`config.mk`:
```
export PLATFORM = sky130hd
export DESIGN_NAME = script_resource_validator_core
export DESIGN_NICKNAME = d
export VERILOG_FILES = /design/src/rtl/srv_pkg.sv /design/src/rtl/srv_front.sv /design/src/rtl/srv_fifo.sv /design/src/rtl/srv_back.sv /design/src/rtl/script_resource_validator_core.sv
export SDC_FILE = /design/constraint.sdc
export NUM_CORES = 1
export LEC_CHECK = 0
export ABC_CLOCK_PERIOD_IN_PS = 3700
export BUFFER_PORTS_ARGS = -buffer_cell sky130_fd_sc_hd__buf_2
export CELL_PAD_IN_SITES_DETAIL_PLACEMENT = 1
export CELL_PAD_IN_SITES_GLOBAL_PLACEMENT = 2
export CORE_MARGIN = 2
export CORE_UTILIZATION = 35
export DETAILED_ROUTE_END_ITERATION = 12
export PLACE_DENSITY_LB_ADDON = 0.1
export SLEW_MARGIN = 20
export SYNTH_ARGS = -nofsm -noshare
export SYNTH_HDL_FRONTEND = slang
export SYNTH_SLANG_ARGS = --single-unit
```
`constraint.sdc`:
```
create_clock -name clk_i -period 3.7 [get_ports clk_i]
set_input_delay 0.74 -clock clk_i [delete_from_list [all_inputs] [get_ports clk_i]]
set_output_delay 0.74 -clock clk_i [all_outputs]
set_load 0.005 [all_outputs]
```
`src/rtl/srv_pkg.sv`:
```
// Types, constants and helpers of the script resource validator.
package srv_pkg;

  // Internal counter width and output field width
  localparam int unsigned COUNT_BITS = 24;
  localparam int unsigned OUT_BITS   = 24;

  // Depth of the queue between front and back
  localparam int unsigned QDEPTH  = 4;
  localparam int unsigned QPTR_W  = $clog2(QDEPTH);
  localparam int unsigned QCNT_W  = $clog2(QDEPTH + 1);

  typedef enum logic [2:0] {
    ST_OK      = 3'd0,
    ST_EMPTY   = 3'd1,
    ST_NONTEXT = 3'd2,
    ST_TAIL    = 3'd3,
    ST_NOMAGIC = 3'd4,
    ST_NOTERM  = 3'd5
  } srv_status_e;

  // Byte classes seen by the line scanner
  typedef enum logic [3:0] {
    CL_NUL,
    CL_LF,
    CL_SEP,
    CL_CR,
    CL_DOT,
    CL_DOLLAR,
    CL_SKIP,
    CL_GT,
    CL_T,
    CL_S,
    CL_C,
    CL_OTHER
  } srv_cls_e;

  // Token match states of one line
  typedef enum logic [3:0] {
    TM_LEAD,
    TM_SKIP,
    TM_NOTOK,
    TM_T1,
    TM_T2,
    TM_T3,
    TM_T4,
    TM_T4CR,
    TM_MT,
    TM_D1,
    TM_D1CR,
    TM_MD
  } srv_tm_e;

  typedef struct packed {
    logic [7:0] data_byte;
    logic       has_byte;
    logic       last;
  } srv_in_t;

  typedef struct packed {
    srv_status_e         status;
    logic [OUT_BITS-1:0] text_length;
    logic [OUT_BITS-1:0] padding_length;
    logic [OUT_BITS-1:0] line_count;
  } srv_res_t;

  // Classified beat passed from front to back
  typedef struct packed {
    logic     has_byte;
    logic     last;
    srv_cls_e cls;
    logic     bad;
  } srv_item_t;

  typedef logic [COUNT_BITS-1:0] srv_cnt_t;

  function automatic srv_cnt_t sat_inc(input srv_cnt_t v);
    return (&v) ? v : v + 1'b1;
  endfunction

  // Clamp a count to the output width, whatever COUNT_BITS is
  function automatic logic [OUT_BITS-1:0] out_clamp(input srv_cnt_t v);
    logic [COUNT_BITS+OUT_BITS-1:0] wide;
    logic [COUNT_BITS+OUT_BITS-1:0] lim;
    wide = {{OUT_BITS{1'b0}}, v};
    lim  = {{COUNT_BITS{1'b0}}, {OUT_BITS{1'b1}}};
    return (wide > lim) ? {OUT_BITS{1'b1}} : wide[OUT_BITS-1:0];
  endfunction

endpackage

```
`src/rtl/srv_front.sv`:
```
// Front end: takes input beats and classifies each byte for the scanner.
module srv_front (
  input  srv_pkg::srv_in_t   in_i,
  input  logic               push_i,
  input  logic               q_full_i,
  output logic               full_o,
  output logic               q_push_o,
  output srv_pkg::srv_item_t q_item_o
);
  import srv_pkg::*;

  logic [7:0] c;
  assign c = in_i.data_byte;

  // Accept whenever the queue has room; idle marker beats are dropped
  assign full_o   = q_full_i;
  assign q_push_o = push_i && !q_full_i && (in_i.has_byte || in_i.last);

  // Byte class and text legality
  always_comb begin
    q_item_o.has_byte = in_i.has_byte;
    q_item_o.last     = in_i.last;
    q_item_o.bad      = !(c inside {[8'h20:8'h7E], 8'h09, 8'h0A, 8'h0D});
    case (c)
      8'h00:   q_item_o.cls = CL_NUL;
      8'h0A:   q_item_o.cls = CL_LF;
      8'h20,
      8'h09:   q_item_o.cls = CL_SEP;
      8'h0D:   q_item_o.cls = CL_CR;
      8'h2E:   q_item_o.cls = CL_DOT;
      8'h24:   q_item_o.cls = CL_DOLLAR;
      8'h23,
      8'h3C:   q_item_o.cls = CL_SKIP;
      8'h3E:   q_item_o.cls = CL_GT;
      8'h54:   q_item_o.cls = CL_T;
      8'h53:   q_item_o.cls = CL_S;
      8'h43:   q_item_o.cls = CL_C;
      default: q_item_o.cls = CL_OTHER;
    endcase
  end

endmodule

```
`src/rtl/srv_fifo.sv`:
```
// Short queue of classified beats between front and back.
module srv_fifo (
  input  logic               clk_i,
  input  logic               rst_ni,
  input  logic               push_i,
  input  srv_pkg::srv_item_t wdata_i,
  output logic               full_o,
  input  logic               pop_i,
  output logic               valid_o,
  output srv_pkg::srv_item_t rdata_o
);
  import srv_pkg::*;

  srv_item_t         mem_q [QDEPTH];
  logic [QPTR_W-1:0] wr_q, wr_d, rd_q, rd_d;
  logic [QCNT_W-1:0] cnt_q, cnt_d;

  assign full_o  = (cnt_q == QCNT_W'(QDEPTH));
  assign valid_o = (cnt_q != '0);
  assign rdata_o = mem_q[rd_q];

  // Pointer and fill count update
  always_comb begin
    wr_d  = wr_q;
    rd_d  = rd_q;
    cnt_d = cnt_q;
    if (push_i) begin
      wr_d = (wr_q == QPTR_W'(QDEPTH - 1)) ? '0 : wr_q + 1'b1;
    end
    if (pop_i) begin
      rd_d = (rd_q == QPTR_W'(QDEPTH - 1)) ? '0 : rd_q + 1'b1;
    end
    if (push_i && !pop_i) begin
      cnt_d = cnt_q + 1'b1;
    end else if (pop_i && !push_i) begin
      cnt_d = cnt_q - 1'b1;
    end
  end

  always_ff @(posedge clk_i or negedge rst_ni) begin
    if (!rst_ni) begin
      wr_q  <= '0;
      rd_q  <= '0;
      cnt_q <= '0;
    end else begin
      wr_q  <= wr_d;
      rd_q  <= rd_d;
      cnt_q <= cnt_d;
    end
  end

  // Storage, no reset needed
  always_ff @(posedge clk_i) begin
    if (push_i) begin
      mem_q[wr_q] <= wdata_i;
    end
  end

endmodule

```
`src/rtl/srv_back.sv`:
```
// Back end: line scanner, counters, status and the result register.
module srv_back (
  input  logic               clk_i,
  input  logic               rst_ni,
  input  logic               q_valid_i,
  input  srv_pkg::srv_item_t q_item_i,
  output logic               q_pop_o,
  output logic               empty_o,
  input  logic               pop_i,
  output srv_pkg::srv_res_t  res_o
);
  import srv_pkg::*;

  typedef struct packed {
    srv_tm_e tm;
    logic    gt;
    logic    mag;
    logic    term;
  } line_t;

  // Close a line: record a match unless it ended in '>'
  function automatic line_t finish_line(input line_t l);
    line_t r;
    r = l;
    if (!l.gt) begin
      if (l.tm inside {TM_T4, TM_T4CR, TM_MT}) r.mag = 1'b1;
      if (l.tm inside {TM_D1, TM_D1CR, TM_MD}) r.term = 1'b1;
    end
    r.tm = TM_LEAD;
    r.gt = 1'b0;
    return r;
  endfunction

  // Advance the token matcher by one text byte
  function automatic line_t scan_char(input line_t l, input srv_cls_e c);
    line_t r;
    logic  sep;
    logic  ws;
    r   = l;
    sep = (c == CL_SEP);
    ws  = sep || (c == CL_CR);
    if (!ws) r.gt = (c == CL_GT);
    case (l.tm)
      TM_LEAD: begin
        if (!ws) begin
          case (c)
            CL_SKIP:   r.tm = TM_SKIP;
            CL_DOT:    r.tm = TM_T1;
            CL_DOLLAR: r.tm = TM_D1;
            default:   r.tm = TM_NOTOK;
          endcase
        end
      end
      TM_T1: r.tm = (c == CL_T) ? TM_T2 : TM_NOTOK;
      TM_T2: r.tm = (c == CL_S) ? TM_T3 : TM_NOTOK;
      TM_T3: r.tm = (c == CL_C) ? TM_T4 : TM_NOTOK;
      TM_T4: r.tm = sep ? TM_MT : (c == CL_CR) ? TM_T4CR : TM_NOTOK;
      TM_D1: r.tm = sep ? TM_MD : (c == CL_CR) ? TM_D1CR : TM_NOTOK;
      TM_T4CR,
      TM_D1CR: begin
        if (!ws) r.tm = TM_NOTOK;
      end
      TM_SKIP,
      TM_NOTOK,
      TM_MT,
      TM_MD: r.tm = l.tm;
      default: r.tm = TM_NOTOK;
    endcase
    return r;
  endfunction

  logic        in_pad_q, in_pad_d;
  srv_status_e err_q, err_d;
  srv_cnt_t    tcnt_q, tcnt_d;
  srv_cnt_t    pcnt_q, pcnt_d;
  srv_cnt_t    lines_q, lines_d;
  line_t       line_q, line_d;
  logic        res_valid_q, res_valid_d;
  srv_res_t    res_q, res_d;
  logic        take;

  // Hold a closing beat back while the result register is still occupied
  assign take    = q_valid_i && !(q_item_i.last && res_valid_q && !pop_i);
  assign q_pop_o = take;
  assign empty_o = !res_valid_q;
  assign res_o   = res_q;

  // Per-beat update and result build
  always_comb begin
    in_pad_d    = in_pad_q;
    err_d       = err_q;
    tcnt_d      = tcnt_q;
    pcnt_d      = pcnt_q;
    lines_d     = lines_q;
    line_d      = line_q;
    res_d       = res_q;
    res_valid_d = res_valid_q && !pop_i;
    if (take) begin
      if (q_item_i.has_byte) begin
        if (in_pad_q) begin
          pcnt_d = sat_inc(pcnt_q);
          if (q_item_i.cls != CL_NUL && err_q == ST_OK) err_d = ST_TAIL;
        end else if (q_item_i.cls == CL_NUL) begin
          in_pad_d = 1'b1;
          pcnt_d   = sat_inc(pcnt_q);
          line_d   = finish_line(line_q);
        end else begin
          tcnt_d = sat_inc(tcnt_q);
          if (q_item_i.bad && err_q == ST_OK) err_d = ST_NONTEXT;
          if (q_item_i.cls == CL_LF) begin
            line_d  = finish_line(line_q);
            lines_d = sat_inc(lines_q);
          end else begin
            line_d = scan_char(line_q, q_item_i.cls);
          end
        end
      end
      if (q_item_i.last) begin
        line_d = finish_line(line_d);
        if (err_d == ST_NONTEXT)   res_d.status = ST_NONTEXT;
        else if (tcnt_d == '0)     res_d.status = ST_EMPTY;
        else if (err_d == ST_TAIL) res_d.status = ST_TAIL;
        else if (!line_d.mag)      res_d.status = ST_NOMAGIC;
        else if (!line_d.term)     res_d.status = ST_NOTERM;
        else                       res_d.status = ST_OK;
        res_d.text_length    = out_clamp(tcnt_d);
        res_d.padding_length = out_clamp(pcnt_d);
        res_d.line_count     = (tcnt_d == '0) ? '0 : out_clamp(sat_inc(lines_d));
        res_valid_d          = 1'b1;
        // Back to the reset state for the next resource
        in_pad_d = 1'b0;
        err_d    = ST_OK;
        tcnt_d   = '0;
        pcnt_d   = '0;
        lines_d  = '0;
        line_d   = '{tm: TM_LEAD, gt: 1'b0, mag: 1'b0, term: 1'b0};
      end
    end
  end

  always_ff @(posedge clk_i or negedge rst_ni) begin
    if (!rst_ni) begin
      in_pad_q    <= 1'b0;
      err_q       <= ST_OK;
      tcnt_q      <= '0;
      pcnt_q      <= '0;
      lines_q     <= '0;
      line_q      <= '{tm: TM_LEAD, gt: 1'b0, mag: 1'b0, term: 1'b0};
      res_valid_q <= 1'b0;
    end else begin
      in_pad_q    <= in_pad_d;
      err_q       <= err_d;
      tcnt_q      <= tcnt_d;
      pcnt_q      <= pcnt_d;
      lines_q     <= lines_d;
      line_q      <= line_d;
      res_valid_q <= res_valid_d;
    end
  end

  // Result payload
  always_ff @(posedge clk_i) begin
    res_q <= res_d;
  end

endmodule

```
`src/rtl/script_resource_validator_core.sv`:
```
// Top level of the script resource validator core.
// Input channel: one beat per resource byte (push while full is low), with
//   in_i.has_byte marking a valid byte and in_i.last the closing beat; a beat
//   with has_byte low and last high closes an empty resource.
// Result channel: one result per resource on res_o while empty is low,
//   taken with pop.
// Throughput: one beat per cycle while full is low. The front classifies each
//   byte as it is taken and writes it into a four-entry queue; the back
//   scanner retires one queued beat per cycle unless it holds a closing beat.
// Result path: the closing beat is written into the queue; the back builds
//   the result when it retires that beat and registers it in res_q, which
//   drives res_o.
// Stall: while a result waits, the back keeps scanning the next resource and
//   holds only at its closing beat; the queue then fills and full rises.
// Reset: rst_ni clears the queue, the scanner state and the result flag at
//   once; the block takes beats as soon as rst_ni is released.
module script_resource_validator_core (
  input  logic              clk_i,
  input  logic              rst_ni,
  input  srv_pkg::srv_in_t  in_i,
  input  logic              push,
  output logic              full,
  output logic              empty,
  input  logic              pop,
  output srv_pkg::srv_res_t res_o
);
  import srv_pkg::*;

  logic      q_push, q_full, q_pop, q_valid;
  srv_item_t q_wdata, q_rdata;

  // Classification of incoming beats
  srv_front u_front (
    .in_i     (in_i),
    .push_i   (push),
    .q_full_i (q_full),
    .full_o   (full),
    .q_push_o (q_push),
    .q_item_o (q_wdata)
  );

  // Decoupling queue
  srv_fifo u_fifo (
    .clk_i   (clk_i),
    .rst_ni  (rst_ni),
    .push_i  (q_push),
    .wdata_i (q_wdata),
    .full_o  (q_full),
    .pop_i   (q_pop),
    .valid_o (q_valid),
    .rdata_o (q_rdata)
  );

  // Scanner and result register
  srv_back u_back (
    .clk_i     (clk_i),
    .rst_ni    (rst_ni),
    .q_valid_i (q_valid),
    .q_item_i  (q_rdata),
    .q_pop_o   (q_pop),
    .empty_o   (empty),
    .pop_i     (pop),
    .res_o     (res_o)
  );

endmodule

```
# After elaboration in Yosys (flattened, before gate mapping)

Memories as Yosys holds them, arrays and structs flattened.
Index checks and enable logic that the tools add are counted.

Register bits: 166
Memory bits (writable): 28
Output and inout bits: 77
Logic and storage cells: 187
Memories: 1

Add/subtract/negate cells: 8
Order comparisons: 2
Eq/ne operators: 44
Multiplexer cells: 69
Reductions and logical operators: 45

Memory list:

| memory       | words | bits a word | read ports | clocked after Yosys merged registers in | wr ports | RTL line       | text |
|---|---|---|---|---|---|---|---|
| u_fifo.mem_q | 4     | 7           | 1          | 0                                       | 1        | srv_fifo.sv:14 | `srv_item_t mem_q [QDEPTH];` |

Operators with widths:

| cell                    | number |
|---|---|
| $mux W24                | 19 |
| $add A24 B1 Y24 const B | 4 |
| $reduce_and A24 Y1      | 4 |
| $eq A8 B6 Y1 const B    | 6 |
| $mux W3                 | 15 |
| $eq A4 B4 Y1 const B    | 11 |
| $pmux W4 S11            | 1 |
| $mux W7                 | 6 |
| $eq A4 B3 Y1 const B    | 10 |
| $pmux W4 S8             | 1 |
| $eq A8 B4 Y1 const B    | 3 |
| $eq A8 B7 Y1 const B    | 3 |
| $logic_not A24 Y1       | 1 |
| $mux W4                 | 5 |
| $eq A4 B2 Y1 const B    | 4 |
| $mux W2                 | 8 |
| $reduce_bool A3 Y1      | 5 |
| $mux W1                 | 13 |
| $pmux W4 S3             | 1 |
| $logic_and A1 B1 Y1     | 11 |
| $eq A4 B1 Y1 const B    | 2 |
| $ge A8 B6 Y1 const B    | 1 |
| $le A8 B7 Y1 const B    | 1 |
| $logic_not A4 Y1        | 2 |
| other kinds (16)        | 31 |

# Depth between registers and ports, before layout

Gate-level depths: netlist of run 1.
An unclocked memory read counts as a cell.

Word-level depth: 20
Gate-level depth with buffers: 16
Depth with buffers taken out: 12

# Hierarchy

From an unflattened synthesis of run 1, not the netlist that was laid out.

Cell total of the unflattened synthesis: 1089
Area total of the unflattened synthesis: 11163.2 um2

Modules (own cells, without submodules):

| module    | instances | cells an instance | area an instance (um2) | seq. area each (um2) |
|---|---|---|---|---|
| srv_back  | 1         | 955               | 9322.7                 | 4354.2 |
| srv_fifo  | 1         | 74                | 1427.6                 | 1016.0 |
| srv_front | 1         | 60                | 412.9                  | 0.0 |

# Worst setup path before layout of run 1

OpenSTA, ideal clock, no wires.

Kind: register to register
Start point: reg u_back.lines_q[0]
End point: reg u_back.res_q, in the netlist u_back.res_o[4], data pin
Library setup time: 0.265 ns
Data arrival time: 3.457 ns
Required time: 3.435 ns
Slack: -0.023 ns
Stages on the path, launching flop included: 16
Path buffers: 4
Period minus slack after synthesis: 3.723 ns
Cells stage by stage: dfrtp_1 ha_1 nand3_1 or3_1 buf_2 o211ai_4 buf_6 clkbuf_1 xnor2_1 ha_1 nand2b_1 or3_1 buf_6 o21ai_4 o31ai_1 nor3b_2

Cells in the longest elaborated chain, start to end: 9

Ends and longest elaborated chain:

| element                                               | RTL line        | text |
|---|---|---|
| from (decl)                                           | srv_back.sv:76  | `srv_cnt_t lines_q, lines_d;` |
| from (signal assigned)                                | srv_back.sv:155 | `lines_q <= lines_d;` |
| $add A24 B1 Y24 or $reduce_and A24 Y1 (tied branches) | srv_pkg.sv:78   | `return (&v) ? v : v + 1'b1;` |
| $mux W24                                              | srv_pkg.sv:78   |  |
| $mux W24                                              | srv_back.sv:110 | `if (q_item_i.cls == CL_LF) begin` |
| $mux W24                                              | srv_back.sv:103 | `end else if (q_item_i.cls == CL_NUL) begin` |
| $mux W24                                              | srv_back.sv:100 | `if (in_pad_q) begin` |
| $mux W24 (*)                                          | srv_back.sv:99  | `if (q_item_i.has_byte) begin` |
| $mux W24 (*)                                          | srv_back.sv:98  | `if (take) begin` |
| $add A24 B1 Y24 or $reduce_and A24 Y1 (tied branches) | srv_pkg.sv:78   |  |
| $mux W24 (*)                                          | srv_pkg.sv:78   |  |
| to (signal assigned)                                  | srv_back.sv:163 | `res_q <= res_d;` |
| to (decl)                                             | srv_back.sv:79  | `srv_res_t res_q, res_d;` |

Mark *: on every way between the ends. The rest lies on a longest branch, timed or not. The select of a mux whose other input is x is not followed.
A chain may end at the register's enable or synchronous reset.

# Worst setup path in the final report of run 1

Start point: reg u_fifo.rd_q[0]
End point: reg u_back.res_q, in the netlist u_back.res_o[4], data pin

Cells in the longest elaborated chain, start to end: 9

Ends and longest elaborated chain:

| element                                               | RTL line        | text |
|---|---|---|
| from (decl)                                           | srv_fifo.sv:15  | `logic [QPTR_W-1:0] wr_q, wr_d, rd_q, rd_d;` |
| from (signal assigned)                                | srv_fifo.sv:47  | `rd_q <= rd_d;` |
| $mem_v2 Z4 W7 (*)                                     | n/a             |  |
| $eq A4 B1 Y1                                          | srv_back.sv:110 |  |
| $mux W24                                              | srv_back.sv:110 |  |
| $mux W24                                              | srv_back.sv:103 |  |
| $mux W24                                              | srv_back.sv:100 |  |
| $mux W24                                              | srv_back.sv:99  |  |
| $mux W24                                              | srv_back.sv:98  |  |
| $add A24 B1 Y24 or $reduce_and A24 Y1 (tied branches) | srv_pkg.sv:78   |  |
| $mux W24                                              | srv_pkg.sv:78   |  |

Marks and branches as above.

==> results.md, run 1 <==
* Fin Setup TNS at 0 ns
* H-tree depth at 4
* Starting Density at between 30 and 40%
* Largest net degree at the start of global routing at 74
* Util after Layout at a little under half
* Reg area at between 5000 and 6000 um^2
* Finished Cell Area at approximately 14000 um^2
* DRC at 0
* Worst slew pin tran at between 0.9 and 1 ns
* Final Hold Viols at 0
* Crit path launch type: flop
* Unrepaired setup endpoints after global routing: true
* Final wirelength at between 30 and 40 mm
* Cells on worst reg2reg path at 11
* First-pass GRT wire length at around 49 mm
* Die W at about 180 um
* Top cells by count, synth: nand2_1 (126), edfxtp_1 (103), dfrtp_1 (91)
* Fill cells at 3308
* Io pins at between 90 and 100
* # rows at 63
* Die area at approximately 32000 um^2
* Number of synthesized flops with an enable pin at just over 100
* WP data required at approximately 4 ns
* Post-Syn Area at about 11000 um^2
* Vias per std cell at 5.32
* Final ANT Viol Nets at 0
* Leakage Power at 5.51 nW
* Wire per inst at between 15 and 20 um
* Yosys top cell area share at between 20% and 30%
* Antenna diodes at 0
* Clock Tree Buf Depth at 2
* Nets@finish at ~1300
* CTS tree: built
* Setup violators final at 0
* Asr flop ratio synth at 46.9%
* Register area share after synthesis at about half
* Crit path max fanout at 9
* Syn Nets at ~1100
* Worst R2R End: u_back.res_o[4]
* Dpl cell area at approximately 12000 um^2
* Warnings, synthesis at 0
* Drt initial violations at 433
* Area taken by multi-input logic gates at slightly above 5000 um^2
* CTS root buf: clkbuf_16
* Max-Cap Viols at 0
* Top cells by area, synth: edfxtp_1 (29%), dfrtp_1 (21%), xnor2_1 (4.8%)
* Rel. slew slack at around a third
* Leading area contributor after synthesis: edfxtp_1
* Layout cells sized above 1 at 29.5%
* Final min period at approximately 3.7 ns
* Buffers on Ports at 90
* Mean Syn Cell Area at a little over 10 um^2
* Count leader, synth: nand2_1
* CP startpoint: u_fifo.rd_q[0]
* # clock sinks at between 150 and 200
* CP Class: reg2reg
* Global route total overflow at 0
* Area Growth Syn to Fin at 26.8%
* Final Slew Violations at 0
* Crit path to: u_back.res_o[4]
* Clock buffer count from CTS at 17
* Core area at between 20000 and 30000 um^2
* Final Wtd Congestion at between 0.8 and 0.9
* Chip height at around 180 um
* Critical Path AT at about 4 ns
* Worst setup EP type: flop
* HP Class: in2async
* Synth unique cells at 86
* Flops & latches, synth at between 150 and 200
* Reg2Reg Launch Point: u_fifo.rd_q[0]
* Post-Syn Instances at approximately 1000
* Clock-pin transition on the worst setup and hold timing paths at roughly 0.09 ns
* Power density cells at slightly below 700 nW/um^2
* Final worst-path cycle share at 99.9%
* Worst skew pair latency at approximately 0.45 ns
* Maximum vdd drop at roughly 0.00073 V
* Routed vias at 8770
* Clk_skew at between 0.01 and 0.015 ns
* Tot GR Track Use at 20.0%
* FMAX at 0.271 GHz
* Outcome: completed
* Pre-antenna DRT Iters at 5
* Detailed placement HPWL at roughly 22 mm
* Vias in the first global route at between 8000 and 9000
* Top FF cell, synth: edfxtp_1
* Initial antenna violation count at 0
* Reg2Reg Setup Slack at 0.003 ns
[timing repair]
| action | in CTS | in global routing |
|---|---|---|
| gates resized for setup | 13 | 55 |
| endpoints found under the setup margin | 27 | 27 |
| buffers inserted | 6 | 5 |
| pin swaps | 9 | 16 |
| gates cloned | 0 | 3 |
| hold buffers | 0 | 0 |
[cells in the final DEF, fill, tap and decap left out, types with 5 or more instances in the layout]
master,n
ha_1,10
clkbuf_16,19
buf_4,144
inv_1,23
a31oi_1,10
a22o_1,20
edfxtp_1,103
and4_1,7
mux4_2,5
nor2b_1,6
nand2_1,124
and2_1,17
nand3b_1,6
buf_6,10
nand3_1,30
a21oi_1,20
nor4_1,7
o31ai_1,23
and3_1,13
nor3_1,22
nor2_1,78
or3_1,9
buf_2,89
nor3_2,13
dfrtp_1,90
nand2b_1,11
nand4_1,27
xnor2_1,54
xor2_1,30
o21ai_0,79
[worst min-delay path by stage]
stage,slack (ns),startpoint,end,depth (start not counted)
CTS,0.29,rst_ni,u_back.lines_q[0],1
finish,0.29,rst_ni,u_back.pcnt_q[10],1
floorplan,0.44,rst_ni,u_back.err_q[0],0
detailed placement,0.49,u_fifo.cnt_q[2],u_fifo.cnt_q[2],1
global route,0.31,rst_ni,u_back.pcnt_q[10],1
global placement,0.48,u_back.line_q[1],u_back.line_q[1],2
[routing by layer]
layer  share of wire (%)  GRT usage, %  vias up
met5                   0             0        -
met4                 1.2          4.61        0
met3                 2.1          2.77       23
met2                  47          32.1      101
met1                  50          28.7     4426
li1                    -             -     4220
[state kept, by name, indices dropped and copies added, names as in the netlist]
register,count
u_back.lines_q,24
u_back.pcnt_q,24
u_back.in_pad_q,1
u_back.tcnt_q,24
u_fifo.cnt_q,3
u_back.err_q,3
u_fifo.wr_q,2
u_back.line_q,7
u_fifo.rd_q,2
u_back.res_valid_q,1
u_fifo.mem_q,28
u_back.res_o,75
[logic make-up after synthesis]
group / Yosys count / synth area share (%)
multiplexers: 12 / 2.04
buffers and inverters: 92 / 3.58
flip-flops: 194 / 50.4
AND/OR/NAND/NOR: 421 / 20.6
AO/OA/AOI/OAI: 222 / 14.5
adder cells (fa/ha/maj): 11 / 1.36
XOR/XNOR: 92 / 7.56
[stage by stage]
stage,setup slack (ns),hold slack (ns),cells,power (mW)
3_3_place_gp,-0.157,0.482,1603,6.81
5_1_grt,-0.192,0.311,1649,9.76
4_1_cts,-0.0883,0.293,1641,8.85
2_1_floorplan,0.0165,0.444,1044,5.22
3_5_place_dp,-0.187,0.491,1603,6.88
6_report,0.00340,0.286,1649,9.14
[worst max-delay path: stages (launching register included)]
cell and delay [ns]:
dfrtp_2 0.44, mux4_2 0.59, nor4b_4 0.41, o211ai_4 0.17
or4_1 0.59, a22oi_4 0.21, nand4bb_4 0.12, or3_1 0.33
buf_6 0.16, o21ai_4 0.19, o31ai_1 0.08, nor3b_2 0.15
[where the power goes]
group / total (mW) / switching [mW] / internal [mW]
Sequential: 3.24 / 0.246 / 3.00
Combinational: 3.98 / 2.38 / 1.61
Clock: 1.91 / 0.988 / 0.923
[final cells by class]
cell class | count | share of cell area [%]
well taps | 390 | 3.61
repair buffers | 248 | 12.9
clock inverters | 15 | 1.32
multi-input cells | 758 | 38.5
clock buffers | 17 | 3.15
inverters | 27 | 0.759
flip-flops and latches | 194 | 39.8
Note: power is estimated with default switching activity, not from simulation.
==> run 2: changes to the inputs <==
Settings changed: CELL_PAD_IN_SITES_DETAIL_PLACEMENT 1 to unset, CELL_PAD_IN_SITES_GLOBAL_PLACEMENT 2 to unset, CORE_UTILIZATION 35 to 55, PLACE_DENSITY set to 0.77, PLACE_DENSITY_LB_ADDON 0.1 to unset.
==> results.md, run 2 (synthesis results as in run 1) <==
* Seq pwr share at 36.1% (+0.6 points)
* Finished Cell Area at 13100 um^2 (-3.4%)
* Io pins at 91 (unchanged)
* Maximum vdd drop at 0.000587 V (-19%)
* Rel. slew slack at 25.4% (-8.3 points)
* Final ANT Viol Nets at 0 (unchanged)
* Nets@finish at 1238 (-2.6%)
* Pint at 5.65 mW (+2.3%)
* # rows at 50 (-21%)
* Leakage Power at 5.35 nW (-2.9%)
* Initial antenna violation count at 1 (+1)
* Critical path buffers and inverters at 6 (+5)
* Die W at 143 um (-20%)
* CP Class: reg2reg
* Clk_skew at 0.0144 ns (+0.00101 ns)
* Most frequent cells in the layout: nand2_1 (125), buf_4 (115), edfxtp_1 (103)
* Final Slew Violations at 0 (unchanged)
* Die area at 20500 um^2 (-36%)
* Max reg flops at 75 (unchanged)
* Worst skew pair latency at 0.44 ns (about the same)
* Fin Setup TNS at -1.25 ns (-1.25 ns)
* Setup violators final at 20 (+20)
* Final worst-path cycle share at 102% (+2.2 points)
* Vias per std cell at 6.01 (+13%)
* Clock power frac at 21.7% (+0.8 points)
* Dpl cell area at 12000 um^2 (-3.4%)
* Post-Place Cells at 1434 (-11%)
* Layout Cells excl Fill at 1487 (-9.8%)
* Most common cell after layout, fill and taps aside: nand2_1
* Power density cells at 689 nW/um^2 (+1.9%)
* Crit path cell chain: buf_4, mux4_2, or4_1, buf_6, o211ai_2, buf_6, nor2_2, nand3_1, xor2_1, inv_1, nor4_4, and4_4, buf_4, clkbuf_16, nor2_1
* Post-route setup slack at -0.0774 ns (-0.0808 ns)
* Largest net degree at the start of global routing at 92 (+24%)
* Buffers on Ports at 90 (unchanged)
* Final hold slack at 0.353 ns (+0.0670 ns)
* Final min period at 3.78 ns (+0.0808 ns)
* Max incr delay on CP at 0.52 ns (-0.07 ns)
* Crit path max fanout at 7 (-2)
* Unrepaired setup endpoints after global routing: true
* HP Class: in2async
* Core area at 18800 um^2 (-37%)
* Worst path top cell family by delay: simple AND/OR/NAND/NOR gates
* FMAX at 0.265 GHz (-2.1%)
* Final wirelength at 26.6 mm (-14%)
* Pre-antenna DRT Iters at 6 (+1)
* Critical Path AT at 3.98 ns (+0.09 ns)
* Failing checks: negative setup slack
* Comb power frac at 42.2% (-1.4 points)
* Switching pwr at 3.35 mW (-7.3%)
* Drt initial violations at 951 (+120%)
* Clock Tree Buf Depth at 2 (unchanged)
* Starting Density at 56.6% (+21 points)
* Area Growth Syn to Fin at 22.5%
* Hold-fix buffers at CTS at 0 (unchanged)
* Final Hold Viols at 0 (unchanged)
* Fill cells at 1335 (-60%)
* Wire per inst at 17.9 um (-4.9%)
* Worst slew pin tran at 1.12 ns (+0.136 ns)
* Crit path launch type: flop
* Net Sw Frac at 37.2% (-2.3 points)
* DRC at 0 (unchanged)
* CTS root buf: clkbuf_16
* Chip height at 143 um (-20%)
* Clock-pin transition on the worst setup and hold timing paths at 0.08 ns (about the same)
* WP data required at 3.90 ns (about the same)
* Routed vias at 8933 (+1.9%)
* Clock buffer count from CTS at 17 (unchanged)
* Vias in the first global route at 8411 (-5.8%)
* Detailed placement HPWL at 16.7 mm (-23%)
* CTS tree: built
* Max-Cap Viols at 0 (unchanged)
* Final Wtd Congestion at 0.943 (+17%)
* First-pass GRT wire length at 41.6 mm (-16%)
* Tot GR Track Use at 25.6% (+5.6 points)
* Global route total overflow at 0 (unchanged)
* H-tree depth at 4 (unchanged)
* Reg2Reg Setup Slack at -0.08 ns (-0.08 ns)
* Worst setup EP type: flop
* Slowest-stage cell, CP: mux4_2
* Layout cells sized above 1 at 26.3% (-3.1 points)
* # clock sinks at 194 (unchanged)
* Pre-CTS WS at -0.172 ns (+0.0150 ns)
* Outcome: finished with violations
run 2: cell types whose count changed in the layout (fill, tap and decap cells not counted), sizes merged:
cell      change
buf          -33
inv           -5
bufinv        +3
clkinvlp      +2
bufbuf        +1
clkbuf        -1
diode         +1
run 2: per-layer routing:
metal	track usage, %	wire, um
met1	34.3	11100
met2	42.7	13100
met3	4.12	1690
met4	8.88	654
met5	0	0
run 2: repair_timing:
item	in CTS	in global routing
setup endpoints to repair	26	27
cloned	1	1
gates resized for setup	13	32
pin swaps	4	16
buffers inserted	8	10
run 2: per-stage QoR:
stage,power (mW),util [%]
after floorplan,5.22,-
after global placement,6.47,63.8
after detailed placement,6.55,63.8
after CTS,8.80,67.9
after global routing,9.45,69.3
final,9.00,69.3
run 2: worst reg2reg max path, stage by stage (launching register included):
cell	delay, ns
dfrtp_2	0.44
buf_4	0.14
mux4_2	0.52
or4_1	0.50
buf_6	0.16
o211ai_2	0.12
buf_6	0.16
nor2_2	0.05
nand3_1	0.12
xor2_1	0.22
inv_1	0.12
nor4_4	0.32
and4_4	0.32
buf_4	0.15
clkbuf_16	0.14
nor2_1	0.06
run 2: worst paths after layout:
check | startpoint | to | depth (start not counted)
worst max-delay path | u_fifo.rd_q[0] | u_back.res_o[13] | 15
worst min-delay path | rst_ni | u_fifo.wr_q[0] | 2
worst max register to register | u_fifo.rd_q[0] | u_back.res_o[13] | 15
worst min register to register | u_fifo.cnt_q[2] | u_fifo.cnt_q[2] | 1
max in group asynchronous | rst_ni | u_fifo.rd_q[0] | 2
min in group clk_i | pop | u_back.res_valid_q | 2
run 2: area by class of cell:
cell class	count	area, um^2	share of cell area (%)
Inverter	27	103	0.786
Sequential cell	194	5370	41.2
Clock inverter	15	200	1.53
Tap cell	260	325	2.49
Clock buffer	17	425	3.26
Timing Repair Buffer	215	1510	11.6
Antenna cell	1	2.50	0.0192
Multi-Input combinational cell	758	5110	39.2
run 2: power by group through the flow:
stage	Sequential, mW	Clock [mW]	Combinational [mW]
floorplan	3.31	0	1.91
global placement	3.26	0	3.21
detailed placement	3.28	0	3.28
CTS	3.25	1.97	3.58
global route	3.31	2.05	4.09
finish	3.25	1.96	3.79
